--- src/rtl/rmsl_pkg.sv ---
`default_nettype none
package rmsl_pkg;

	localparam int MAX_SAMPLES_DEF = 65536;

	localparam int SAMPLE_W  = 16;
	localparam int OUT_W     = 17;
	// square of a 16-bit magnitude, up to 2^30
	localparam int SQ_W      = 31;
	// quotient 4*sum/count stays at or below 2^32; padded to an even width for the root
	localparam int RAD_W     = 34;
	localparam int ROOT_W    = RAD_W / 2;
	localparam int SREM_W    = ROOT_W + 2;
	localparam int LEVEL_MAX = 65536;

	typedef enum logic [2:0] {
		ST_IDLE,
		ST_ADD,
		ST_DIV,
		ST_SQRT,
		ST_DONE
	} state_t;

	typedef struct packed {
		logic load_sq;
		logic add;
		logic shift;
		logic clear;
	} acc_ctrl_t;

endpackage
`default_nettype wire

--- src/rtl/rmsl_sub.sv ---
`default_nettype none
module rmsl_sub #(
	parameter int W = 19
) (
	input  wire logic [W-1:0] a,
	input  wire logic [W-1:0] b,
	output logic      [W-1:0] diff,
	output logic              ge
);

	logic [W:0] full;

	// borrow out of the wide subtract doubles as the compare
	assign full = {1'b0, a} - {1'b0, b};
	assign diff = full[W-1:0];
	assign ge   = ~full[W];

endmodule
`default_nettype wire

--- src/rtl/rmsl_acc.sv ---
`default_nettype none
module rmsl_acc #(
	parameter int SUM_W = 47
) (
	input  wire logic                                  clk,
	input  wire logic                                  arst_n,
	input  wire rmsl_pkg::acc_ctrl_t                   ctrl,
	input  wire logic signed [rmsl_pkg::SAMPLE_W-1:0]  sample,
	output logic                                       sum_msb
);

	import rmsl_pkg::*;

	logic [SAMPLE_W-1:0]   raw;
	logic [SAMPLE_W-1:0]   mag;
	logic [2*SAMPLE_W-1:0] sq_full;
	logic [SQ_W-1:0]       sq_q;
	logic [SUM_W-1:0]      sum_q;

	assign raw     = sample;
	// -32768 maps to 0x8000, which reads as 32768 unsigned
	assign mag     = raw[SAMPLE_W-1] ? (~raw + 1'b1) : raw;
	assign sq_full = mag * mag;
	assign sum_msb = sum_q[SUM_W-1];

	always_ff @(posedge clk) begin
		if (ctrl.load_sq) begin
			sq_q <= sq_full[SQ_W-1:0];
		end
	end

	// the divider consumes the sum MSB first, leaving it zero
	always_ff @(posedge clk or negedge arst_n) begin
		if (!arst_n) begin
			sum_q <= '0;
		end else if (ctrl.clear) begin
			sum_q <= '0;
		end else if (ctrl.add) begin
			sum_q <= sum_q + SUM_W'(sq_q);
		end else if (ctrl.shift) begin
			sum_q <= {sum_q[SUM_W-2:0], 1'b0};
		end
	end

endmodule
`default_nettype wire

--- src/rtl/block_rms_level.sv ---
// Non-last item: accepted in idle, squared on entry, added in the next cycle; a new item is taken
// only once the add is done. Last item: add, then a restoring divide of 4*sum by the count
// (SUM_W+2 steps), then a digit-by-digit square root (17 steps), all on one shared
// compare-subtract unit. The result register frees the input as soon as it is loaded; a held
// result stalls only the next block end. Reset (arst_n low) clears sum, count, overflow flag,
// sequencer and result valid; the result registers themselves are not reset.
`default_nettype none
module block_rms_level #(
	parameter int MAX_SAMPLES = rmsl_pkg::MAX_SAMPLES_DEF
) (
	input  wire logic                                 clk,
	input  wire logic                                 arst_n,
	input  wire logic                                 in_valid,
	output logic                                      in_ready,
	input  wire logic signed [rmsl_pkg::SAMPLE_W-1:0] sample,
	input  wire logic                                 last,
	output logic                                      out_valid,
	input  wire logic                                 out_ready,
	output logic             [rmsl_pkg::OUT_W-1:0]    rms_level,
	output logic             [rmsl_pkg::OUT_W-1:0]    block_samples,
	output logic                                      too_long
);

	import rmsl_pkg::*;

	localparam int CNT_W  = $clog2(MAX_SAMPLES + 1);
	localparam int SUM_W  = SQ_W - 1 + CNT_W;
	localparam int DIV_W  = SUM_W + 2;
	localparam int STEP_W = $clog2(DIV_W);
	localparam int SUB_W  = (CNT_W + 1 > SREM_W) ? CNT_W + 1 : SREM_W;
	localparam logic [CNT_W-1:0] MAX_CNT = CNT_W'(MAX_SAMPLES);

	state_t             state_q, state_d;
	logic [CNT_W-1:0]   count_q;
	logic               ovf_q;
	logic [STEP_W-1:0]  step_q;
	logic               last_q;
	logic               take_q;
	logic [SUB_W-1:0]   rem_q;
	logic [RAD_W-1:0]   wq_q;
	logic [ROOT_W-1:0]  root_q;
	logic               out_valid_q;
	logic [OUT_W-1:0]   rms_q;
	logic [OUT_W-1:0]   bs_q;
	logic               tl_q;

	logic               full;
	logic               accept;
	logic               out_load;
	logic               sum_msb;
	logic [SUB_W-1:0]   sub_a;
	logic [SUB_W-1:0]   sub_b;
	logic [SUB_W-1:0]   sub_diff;
	logic               sub_ge;
	acc_ctrl_t          acc_ctrl;

	assign full          = (count_q == MAX_CNT);
	assign accept        = in_valid && in_ready;
	assign out_valid     = out_valid_q;
	assign rms_level     = rms_q;
	assign block_samples = bs_q;
	assign too_long      = tl_q;

	rmsl_acc #(
		.SUM_W (SUM_W)
	) u_acc (
		.clk     (clk),
		.arst_n  (arst_n),
		.ctrl    (acc_ctrl),
		.sample  (sample),
		.sum_msb (sum_msb)
	);

	rmsl_sub #(
		.W (SUB_W)
	) u_sub (
		.a    (sub_a),
		.b    (sub_b),
		.diff (sub_diff),
		.ge   (sub_ge)
	);

	// operand select for the shared unit: root trial or divisor compare
	always_comb begin
		if (state_q == ST_SQRT) begin
			sub_a = SUB_W'({rem_q[SREM_W-3:0], wq_q[RAD_W-1 -: 2]});
			sub_b = SUB_W'({root_q, 2'b01});
		end else begin
			sub_a = SUB_W'({rem_q[CNT_W-1:0], sum_msb});
			sub_b = SUB_W'(count_q);
		end
	end

	always_comb begin
		state_d          = state_q;
		in_ready         = 1'b0;
		out_load         = 1'b0;
		acc_ctrl.load_sq = 1'b0;
		acc_ctrl.add     = 1'b0;
		acc_ctrl.shift   = 1'b0;
		acc_ctrl.clear   = 1'b0;
		case (state_q)
			ST_IDLE: begin
				in_ready         = 1'b1;
				acc_ctrl.load_sq = in_valid && !full;
				if (in_valid) begin
					state_d = ST_ADD;
				end
			end
			ST_ADD: begin
				acc_ctrl.add = take_q;
				state_d      = last_q ? ST_DIV : ST_IDLE;
			end
			ST_DIV: begin
				acc_ctrl.shift = 1'b1;
				if (step_q == '0) begin
					state_d = ST_SQRT;
				end
			end
			ST_SQRT: begin
				if (step_q == '0) begin
					state_d = ST_DONE;
				end
			end
			ST_DONE: begin
				out_load = !out_valid_q || out_ready;
				acc_ctrl.clear = out_load;
				if (out_load) begin
					state_d = ST_IDLE;
				end
			end
			default: begin
				state_d = ST_IDLE;
			end
		endcase
	end

	always_ff @(posedge clk or negedge arst_n) begin
		if (!arst_n) begin
			state_q <= ST_IDLE;
		end else begin
			state_q <= state_d;
		end
	end

	always_ff @(posedge clk or negedge arst_n) begin
		if (!arst_n) begin
			count_q     <= '0;
			ovf_q       <= 1'b0;
			step_q      <= '0;
			out_valid_q <= 1'b0;
		end else begin
			if (accept) begin
				if (full) begin
					ovf_q <= 1'b1;
				end else begin
					count_q <= count_q + 1'b1;
				end
			end
			if (out_load) begin
				count_q <= '0;
				ovf_q   <= 1'b0;
			end
			case (state_q)
				ST_ADD: begin
					step_q <= STEP_W'(DIV_W - 1);
				end
				ST_DIV: begin
					step_q <= (step_q == '0) ? STEP_W'(ROOT_W - 1) : step_q - 1'b1;
				end
				ST_SQRT: begin
					step_q <= step_q - 1'b1;
				end
				default: begin
					step_q <= step_q;
				end
			endcase
			if (out_load) begin
				out_valid_q <= 1'b1;
			end else if (out_ready) begin
				out_valid_q <= 1'b0;
			end
		end
	end

	always_ff @(posedge clk) begin
		if (accept) begin
			last_q <= last;
			take_q <= !full;
		end
		case (state_q)
			ST_ADD: begin
				rem_q <= '0;
			end
			ST_DIV: begin
				// quotient bits shift in; its top bits are known zero
				wq_q <= {wq_q[RAD_W-2:0], sub_ge};
				if (step_q == '0) begin
					rem_q  <= '0;
					root_q <= '0;
				end else if (sub_ge) begin
					rem_q <= SUB_W'(sub_diff[CNT_W-1:0]);
				end else begin
					rem_q <= SUB_W'(sub_a[CNT_W-1:0]);
				end
			end
			ST_SQRT: begin
				wq_q   <= {wq_q[RAD_W-3:0], 2'b00};
				root_q <= {root_q[ROOT_W-2:0], sub_ge};
				if (sub_ge) begin
					rem_q <= SUB_W'(sub_diff[SREM_W-1:0]);
				end else begin
					rem_q <= SUB_W'(sub_a[SREM_W-1:0]);
				end
			end
			default: begin
				rem_q <= rem_q;
			end
		endcase
		if (out_load) begin
			rms_q <= OUT_W'(root_q);
			bs_q  <= OUT_W'(count_q);
			tl_q  <= ovf_q;
		end
	end

	a_count_bound: assert property (@(posedge clk) disable iff (!arst_n)
		count_q <= MAX_CNT)
		else $error("sample count beyond limit");

	a_ovf_full: assert property (@(posedge clk) disable iff (!arst_n)
		ovf_q |-> full)
		else $error("overflow flag set with count not full");

	a_div_nonzero: assert property (@(posedge clk) disable iff (!arst_n)
		(state_q == ST_DIV) |-> (count_q != '0))
		else $error("divide with zero count");

	a_level_range: assert property (@(posedge clk) disable iff (!arst_n)
		out_valid_q |-> (rms_q <= OUT_W'(LEVEL_MAX)))
		else $error("rms level above full scale");

	a_load_shows: assert property (@(posedge clk) disable iff (!arst_n)
		out_load |=> (out_valid_q && (state_q == ST_IDLE)))
		else $error("result load did not raise valid");

endmodule
`default_nettype wire

--- config.mk ---
export PLATFORM = sky130hd
export DESIGN_NAME = block_rms_level
export DESIGN_NICKNAME = d
export VERILOG_FILES = /design/src/rtl/rmsl_pkg.sv /design/src/rtl/rmsl_sub.sv /design/src/rtl/rmsl_acc.sv /design/src/rtl/block_rms_level.sv
export SDC_FILE = /design/constraint.sdc
export NUM_CORES = 1
export LEC_CHECK = 0
export ABC_AREA = 1
export CAP_MARGIN = 20
export CORE_MARGIN = 2
export CORE_UTILIZATION = 40
export DETAILED_ROUTE_END_ITERATION = 7
export DONT_BUFFER_PORTS = 1
export GPL_TIMING_DRIVEN = 0
export PLACE_DENSITY = 0.59
export REMOVE_ABC_BUFFERS = 1
export SETUP_SLACK_MARGIN = 0.02
export SYNTH_ARGS = -nofsm -noshare
export SYNTH_HDL_FRONTEND = slang
export SYNTH_SLANG_ARGS = --single-unit
--- constraint.sdc ---
create_clock -name clk -period 3.2 [get_ports clk]
set_input_delay 0.64 -clock clk [delete_from_list [all_inputs] [get_ports clk]]
set_output_delay 0.64 -clock clk [all_outputs]
set_load 0.05 [all_outputs]
; ---- After elaboration in Yosys (flattened, before gate mapping)
; Cells that the tools add are included.
[word_totals]
ff_bits = 211
input_bits = 21
output_inout_bits = 37
word_cells = 84
[classes]
add_sub_neg = 5
multipliers = 1
eq_ne = 10
mux = 34
bitwise = 2
n_reduce_logical = 17
[op_table]
columns = operator, count
row1 = 47-bit 2-to-1 mux, 3
row2 = 17-bit 2-to-1 mux, 7
row3 = 34-bit case mux with 2 select lines, 1
row4 = 17-bit case mux with 3 select lines, 1
row5 = 47-bit by 31-bit adder with 47-bit output, 1
row6 = 19-bit 2-to-1 mux, 2
row7 = 17-bit case mux with 2 select lines, 1
row8 = 16-bit by 16-bit multiplier with 31-bit output, 1
row9 = 19-bit by 19-bit subtractor with 20-bit output, 1
row10 = 6-bit case mux with 3 select lines, 1
row11 = "17-bit by 1-bit adder with 17-bit output, second input constant", 1
row12 = "17-bit == test, second input constant", 1
row13 = "16-bit by 1-bit adder with 16-bit output, second input constant", 1
row14 = 16-bit 2-to-1 mux, 1
row15 = 16-bit inverter, 1
row16 = 3-bit case mux with 5 select lines, 1
row17 = 3-bit 2-to-1 mux, 4
row18 = 1-bit 2-to-1 mux, 10
row19 = 2-bit nonzero test, 4
row20 = "3-bit by 2-bit == test with 1-bit output, second input constant", 2
row21 = 6-bit logical NOT, 1
row22 = 6-bit 2-to-1 mux, 1
row23 = "2-bit != test, second input constant", 3
row24 = 2-bit AND reduction, 3
row25 = other kinds (12), 16

; ---- Logic depth before layout (Yosys ltp)
; Gate-level depths: netlist of the first run.
[depth]
word_depth = 6
depth_mapped = 35
depth_no_buf = 33

; ---- By module
; Synthesis of the first run repeated with hierarchy kept, for this count alone.
[unflattened]
cells_unflattened = 2878
area_unflattened_um2 = 21345.5
[by_module_without_submodules]
columns = module, n_inst, cells_each, area_each_um2, seq_area_each_um2
row1 = rmsl_acc, 1, 2004, 14023.4, 2077.0
row2 = block_rms_level, 1, 648, 6150.9, 3853.7
row3 = rmsl_sub, 1, 226, 1171.1, 0.0

; ---- Worst setup path before layout of the first run
; No wires, ideal clock.
[synth_path]
kind = input to register
from = input port sample[0] (netlist bit)
to = register u_acc.sq_q[27] (data pin)
setup_ns = 0.262
arrival_time_ns = 6.615
required_ns = 2.938
path_slack_ns = -3.677
path_stages = 31
n_path_buf = 2
path_cell_list = clkinv_1 -> clkbuf_1 -> ha_1 -> inv_1 -> nor2_1 -> inv_1 -> nor2_1 -> nor2_1 -> nand2_1 -> nand2_1 -> inv_2 -> buf_2 -> nor2_1 -> fa_1 -> inv_1 -> fa_1 -> inv_1 -> fa_1 -> fa_1 -> fa_1 -> inv_1 -> fa_1 -> inv_1 -> ha_1 -> a21oi_1 -> a21boi_0 -> nand2_1 -> nand2_1 -> nand3_1 -> a21oi_1 -> xor2_1
[synth_via]
elab_chain_cells = 4
[synth_rtl]
columns = element, line_no
row1 = start: declaration, block_rms_level.sv:15  ; input wire logic signed [rmsl_pkg::SAMPLE_W-1:0] sample,
row2 = 16-bit inverter, rmsl_acc.sv:22  ; assign mag = raw[SAMPLE_W-1] ? (~raw + 1'b1) : raw;
row3 = 16-bit by 1-bit adder with 16-bit output, rmsl_acc.sv:22
row4 = 16-bit 2-to-1 mux *, rmsl_acc.sv:22
row5 = 16-bit by 16-bit multiplier with 31-bit output *, rmsl_acc.sv:23  ; assign sq_full = mag * mag;
row6 = via u_acc.sq_full[27], rmsl_acc.sv:16  ; logic [2*SAMPLE_W-1:0] sq_full;
row7 = end signal: assignment, rmsl_acc.sv:28  ; sq_q <= sq_full[SQ_W-1:0];
row8 = end: declaration, rmsl_acc.sv:17  ; logic [SQ_W-1:0] sq_q;
; Mark *: on every way through the listed nets, which the timed path passes. The rest lies on a longest branch.
; A chain may end at the register's enable or synchronous reset.

; ---- Worst setup path in the final report of the first run
[layout_path]
from = input port sample[1] (netlist bit)
to = register u_acc.sq_q[27] (data pin)
; Same word-level chain as after synthesis.

==> run metrics, run 1 <==
outcome finished, violations left; violated checks negative setup slack; Rows 83; Post-synth EDFFs 135; CP required 3.50 ns; grt met3 use 1.61%; Max Slew Vio Count 0; crit path max-delay cell type fa_1; clk sink count 210; IO Port Bufs 0; Die Wd 232 um; final hold viol count 0; final std cells w/o fill 3548; Chip Height 232 um; Syn Area/Cell 7.70 um2; first-pass GRT wire length 91.2 mm; Routed Antenna Nets 0; Tmin final 5.99 ns; HPWL Detailed 40.4 mm; worst slew pin tran 0.944 ns; initial DRC count 1082; Max Cap Viol 0; vias 17900; Mapped Area 20800 um2; routed vias/inst 5.04; Gate Count Post-Synth 2697; RSZ-0062 raised after global routing yes; critical path peak fanout 5; most numerous cell on the critical path fa_1; Rel. slew slack 37.0%; final setup vio count 26; reg2reg path depth 18; CTS Root Cell clkbuf_16; fmax 167 MHz; register area share after synthesis 28.5%; initial antenna violation count 1; post-synth top area share 19.5%; commonest non-fill, non-tap cell in the layout nand2_1; Clock Pin Slew Worst Setup and Hold Paths 0.06 ns; main flop type after synthesis edfxtp_1; htree depth 1; setup tns final -61.79 ns; NumNets Final 3184; CP Launch Type input pin; crit share post-route 187%; IO Pins 58; grt peak-use layer met2; Hold Crit Start last; worst min-delay path class in -> reg; Crit Reg-Reg Endpoint rem_q[0]$_DFFE_PP_; met1 GRT Util 28.4%; Netlist cell types 58; WS Path Type in -> reg; CTS tree built; Num CTS Buffers 23; synthesized flop and latch total 210; leading area contributor after synthesis edfxtp_1; initial core utilization 40.5%; Worst EP arrival 6.29 ns; hold path cells 0; clock buffer depth 3; layout cells sized above 1 21.2%; Pre-antenna DRT Iters 5; largest net degree at the start of global routing 76; worst reg2reg startpoint state_q[1]$_DFFE_PN0P_; Clock Latency Late Sink 0.56 ns; Critical Path Sink Type flip-flop; final WL 57.7 mm; detailed-route DRC error count 0; top cell family by delay on the critical path adder cells; Tot GR Track Use 21.1%; slack of the worst reg-to-reg path 0.01 ns; top cells by area, synth edfxtp_1, fa_1, nand2_1, inv_1, dfrtp_1; PnR worst setup slack -2.79 ns; GPL Wtd Cong 0.936; Yosys warnings 0; Buf/Inv on CP 7; fillcell total 4799; Die Area 53800 um2; Final Skew 0.0179 ns; Hold Path End last_q$_DFFE_PP_; GR Layer Usage met2 36.0%; placed insts 3339; Area Growth Syn to Fin 25.3%; core area 51300 um2; WL/cell 16.3 um; commonest non-fill, non-tap cells in the layout nand2_1, inv_1, nor2_1, fa_1, edfxtp_1; vias in the first global route 17900; GR Overflow Total 0; slowest stage delay, CP 0.55 ns; ys async rst share 35.7%
state kept, by name, summed over array words and instances (netlist names):
name / count
u_acc.sum_q: 47
u_acc.sq_q: 30
rem_q: 17
last_q: 1
out_valid: 1
root_q: 17
too_long: 1
rms_level: 17
ovf_q: 1
step_q: 6
block_samples: 17
take_q: 1
wq_q: 34
count_q: 17
state_q: 3
cell families (layout without fill, tap and decap cells):
kind of cell / count (synthesis) / in the layout / synth area share [%]
DFF: 210 / 210 / 28.5
AOI/OAI and AO/OA: 325 / 325 / 8.65
xor gates and xnor gates: 68 / 68 / 2.99
buffers and inverters: 612 / 766 / 11.5
other: 2 / 12 / 0.0361
adders and majority gates: 313 / 313 / 24.8
and+or+nand+nor: 1167 / 1174 / 23.5
cell type report:
| type | instances | area, um2 | area share, % |
|---|---|---|---|
| timing repair buffer | 159 | 1580 | 6.07 |
| clock buffer | 28 | 594 | 2.28 |
| sequential | 210 | 5930 | 22.8 |
| tap | 680 | 851 | 3.27 |
| timing repair inverter | 2 | 15.0 | 0.0577 |
| multi-input combinational | 1891 | 14600 | 56.2 |
| inverter | 563 | 2270 | 8.73 |
| clock inverter | 14 | 161 | 0.620 |
| antenna | 1 | 2.50 | 0.00961 |
worst max path at each step:
| stage | from | endpoint | cells after the start |
|---|---|---|---|
| floorplan | sample[0] | u_acc.sq_q[27]$_DFFE_PP_ | 26 |
| global placement | sample[0] | u_acc.sq_q[27]$_DFFE_PP_ | 26 |
| detailed placement | sample[0] | u_acc.sq_q[27]$_DFFE_PP_ | 26 |
| CTS | sample[0] | u_acc.sq_q[23]$_DFFE_PP_ | 26 |
| global route | sample[1] | u_acc.sq_q[30]$_DFFE_PP_ | 29 |
| finish | sample[1] | u_acc.sq_q[27]$_DFFE_PP_ | 27 |
layer usage:
layer  wire, um  vias to the layer above
met4       1810                        0
li1           -                     8739
met2      27800                      442
met1      25600                     8603
met5          0                        -
met3       2520                      105
synth_stat cells (5+ instances only):
library cell / n
nand2_1: 705
inv_1: 545
nor2_1: 239
fa_1: 166
o21ai_0: 149
ha_1: 147
edfxtp_1: 135
nand3_1: 109
a21oi_1: 101
dfrtp_1: 75
xor2_1: 47
nor3_1: 30
buf_2: 28
nand4_1: 24
o21bai_1: 22
xnor2_1: 19
inv_2: 17
clkbuf_1: 12
o21ai_1: 11
a21o_1: 10
nand2_2: 9
nand3b_1: 9
nor4_1: 8
nor2_2: 7
o22ai_1: 6
buf_4: 5
nor2_4: 5
o21ai_2: 5
o31ai_1: 5
worst reg2reg max path, delay by kind of cell, from the launching register on:
family,cells,cell delay (ns)
AOI/OAI and AO/OA,1,0.14
buffers and inverters,7,0.79
and+or+nand+nor,9,1.31
DFF,1,0.38
adders and majority gates,1,0.31
metrics by stage:
step,setup WS (ns),hold slack [ns],util (%),cell area [um2]
finish,-2.79,0.189,50.7,26000
global route,-3.02,0.172,50.7,26000
CTS,-2.75,0.169,47.9,24600
detailed placement,-5.27,0.354,41.8,21400
global placement,-5.23,0.354,41.7,21400
floorplan,-3.63,0.344,-,20500
what timing repair did:
action                                  4_1_cts  5_1_grt
endpoints found under the hold margin        75        0
pin swaps                                   120      128
cloned                                       11        2
resized for setup                           346      261
endpoints found under the setup margin      141       71
buffers inserted                            100       55
hold buffers                                  2        0
Power of run 1 is not shown: default switching activity piles up to over one toggle a cycle in this logic, so the estimate is an artifact.
==> inputs of run 2 (changes only) <==
- GPL_TIMING_DRIVEN: 0 -> 1
- REMOVE_ABC_BUFFERS: 1 -> not set
- TNS_END_PERCENT: not set -> 50
==> run 2 against run 1 <==
Net effect: the flow still finishes with violations (negative setup slack); cell count is 2.2% higher; hold slack better by 0.011 ns; register-to-register slack better by 0.03 ns; die area stayed put.
==> run metrics, run 2 (synthesis results as in run 1) <==
max FFs per register 47 (unchanged); CP required 3.47 ns (was 3.50 ns); most numerous cell on the critical path fa_1 (unchanged); top cell family by delay on the critical path adder cells (unchanged); CTS tree built (unchanged); clk sink count 210 (unchanged); final setup vio count 26 (unchanged); Rows 83 (unchanged); WL/cell 14.9 um (was 16.3 um); GR Overflow Total 0 (unchanged); Die Wd 232 um (unchanged); NumNets Final 3261 (was 3184); Buf/Inv on CP 9 (was 7); register area 5930 um2 (unchanged); commonest non-fill, non-tap cell in the layout nand2_1 (unchanged); Routed Antenna Nets 0 (unchanged); final instance area 25400 um2 (was 26000 um2); core area 51300 um2 (unchanged); crit path max-delay cell type fa_1 (unchanged); WS Path Type in -> reg (unchanged); Clock Pin Slew Worst Setup and Hold Paths 0.06 ns (about the same); largest net degree at the start of global routing 76 (unchanged); outcome finished, violations left (unchanged); final hold viol count 0 (unchanged); final WL 54.1 mm (was 57.7 mm); initial DRC count 1049 (was 1082); Top Registers u_acc.sum_q (47), wq_q (34), u_acc.sq_q (30) (unchanged); Multi-input gate area 13600 um2 (was 14600 um2); Critical Path Sink Type flip-flop (unchanged); Final Skew 0.0213 ns (was 0.0179 ns); placed cell area 23400 um2 (was 21400 um2); initial core utilization 40.5% (unchanged); Tmin final 5.78 ns (was 5.99 ns); worst slew pin tran 0.687 ns (was 0.944 ns); clock buffer depth 3 (unchanged); PnR worst setup slack -2.58 ns (was -2.79 ns); routed vias/inst 4.88 (was 5.04); vias 17700 (was 17900); Top reg by flops u_acc.sum_q (unchanged); GPL Wtd Cong 0.970 (was 0.936); Die Area 53800 um2 (unchanged); Pre-antenna DRT Iters 7 (was 5); vias in the first global route 18000 (was 17900); fillcell total 4968 (was 4799); CTS Root Cell clkbuf_16 (unchanged); RSZ-0062 raised after global routing yes (unchanged); layout cells sized above 1 18.3% (was 21.2%); Rel. slew slack 54.1% (was 37.0%); CP Launch Type input pin (unchanged); commonest non-fill, non-tap cells in the layout nand2_1, inv_1, buf_4, nor2_1, fa_1 (was nand2_1, inv_1, nor2_1, fa_1, edfxtp_1); Max Slew Vio Count 0 (unchanged); worst min-delay path class in -> reg (unchanged); Worst EP arrival 6.06 ns (was 6.29 ns); critical path peak fanout 4 (was 5); Max Cap Viol 0 (unchanged); IO Port Bufs 0 (unchanged); IO Pins 58 (unchanged); Tot GR Track Use 20.3% (was 21.1%); crit share post-route 181% (was 187%); first-pass GRT wire length 89.0 mm (was 91.2 mm); fmax 173 MHz (was 167 MHz); initial antenna violation count 2 (was 1); slowest stage delay, CP 0.54 ns (was 0.55 ns); Area Growth Syn to Fin 22.0% (was 25.3%); violated checks negative setup slack (unchanged); Clock Latency Late Sink 0.55 ns (was 0.56 ns); htree depth 1 (unchanged); detailed-route DRC error count 0 (unchanged); Chip Height 232 um (unchanged); Num CTS Buffers 24 (was 23); HPWL Detailed 43.0 mm (was 40.4 mm)
[run 2: cell types whose count changed in the layout (fill, tap and decap cells not counted), sizes merged]
| cell | previous run | this run |
|---|---|---|
| buf | 156 | 243 |
| clkinvlp | 7 | 2 |
| nor2 | 256 | 252 |
| nand3 | 114 | 111 |
| bufinv | 2 | 4 |
| inv | 560 | 561 |
[run 2: layout make-up]
type                       instances  area share, %
multi-input combinational       1884           53.5
clock inverter                    14          0.780
tap                              680           3.36
antenna                            1        0.00987
inverter                         563           8.70
clock buffer                      30           2.50
timing repair buffer             244           7.78
sequential                       210           23.4
[run 2: per-stage QoR]
step | util (%) | worst slack [ns] | setup TNS [ns] | std cells | hold slack, ns
after CTS | 48.1 | -2.53 | -58.12 | 3608 | 0.171
after detailed placement | 45.6 | -3.42 | -80.34 | 3550 | 0.354
after global routing | 49.4 | -2.85 | -65.43 | 3626 | 0.181
final | 49.4 | -2.58 | -58.17 | 3626 | 0.199
after global placement | 45.6 | -3.41 | -79.55 | 3550 | 0.354
after floorplan | - | -3.11 | -73.64 | 2706 | 0.344
[run 2: worst paths after layout]
check,startpoint,to,slack [ns],depth (start not counted)
setup / recovery,sample[1],u_acc.sq_q[22]$_DFFE_PP_,-2.58,31
min in group asynchronous,arst_n,u_acc.sum_q[5]$_DFFE_PN0P_,0.66,2
setup reg to reg,state_q[1]$_DFFE_PN0P_,rem_q[16]$_DFFE_PP_,0.04,17
hold reg to reg,root_q[7]$_SDFFCE_PN0P_,rms_level[7]$_DFFE_PP_,0.44,0
max in group asynchronous,arst_n,state_q[1]$_DFFE_PN0P_,2.17,2
hold / removal,sample[0],u_acc.sq_q[0]$_DFFE_PP_,0.20,0
[run 2: what timing repair did]
| item | 4_1_cts | 5_1_grt |
|---|---|---|
| gates cloned | 1 | 0 |
| pin swaps | 58 | 50 |
| setup buffers | 11 | 17 |
| setup endpoints to repair | 26 | 45 |
| endpoints found under the hold margin | 75 | 0 |
| gates resized for setup | 105 | 132 |
| hold buffers | 2 | 0 |
[run 2: worst register-to-register path: stages (launching register included)]
cell and delay [ns]:
dfrtp_2 0.44, inv_2 0.12, nor2_4 0.04, inv_2 0.11, nor2_8 0.04, inv_2 0.08
buf_12 0.18, or2_0 0.19, nand2_1 0.09, ha_1 0.23, fa_1 0.45, o31ai_2 0.33
a21o_1 0.25, nand2_1 0.11, nand2_1 0.07, nand2_1 0.04, nand2_1 0.06, a21oi_1 0.05
[run 2: metal layers]
layer	vias to the layer above	part of all wire, %	GRT usage, %
li1	8872	-	-
met1	8378	46	27.3
met2	354	47	34.3
met3	100	3.7	1.92
met4	0	3.2	7.07
met5	-	0	0
Power of run 2 is left out for the same reason.
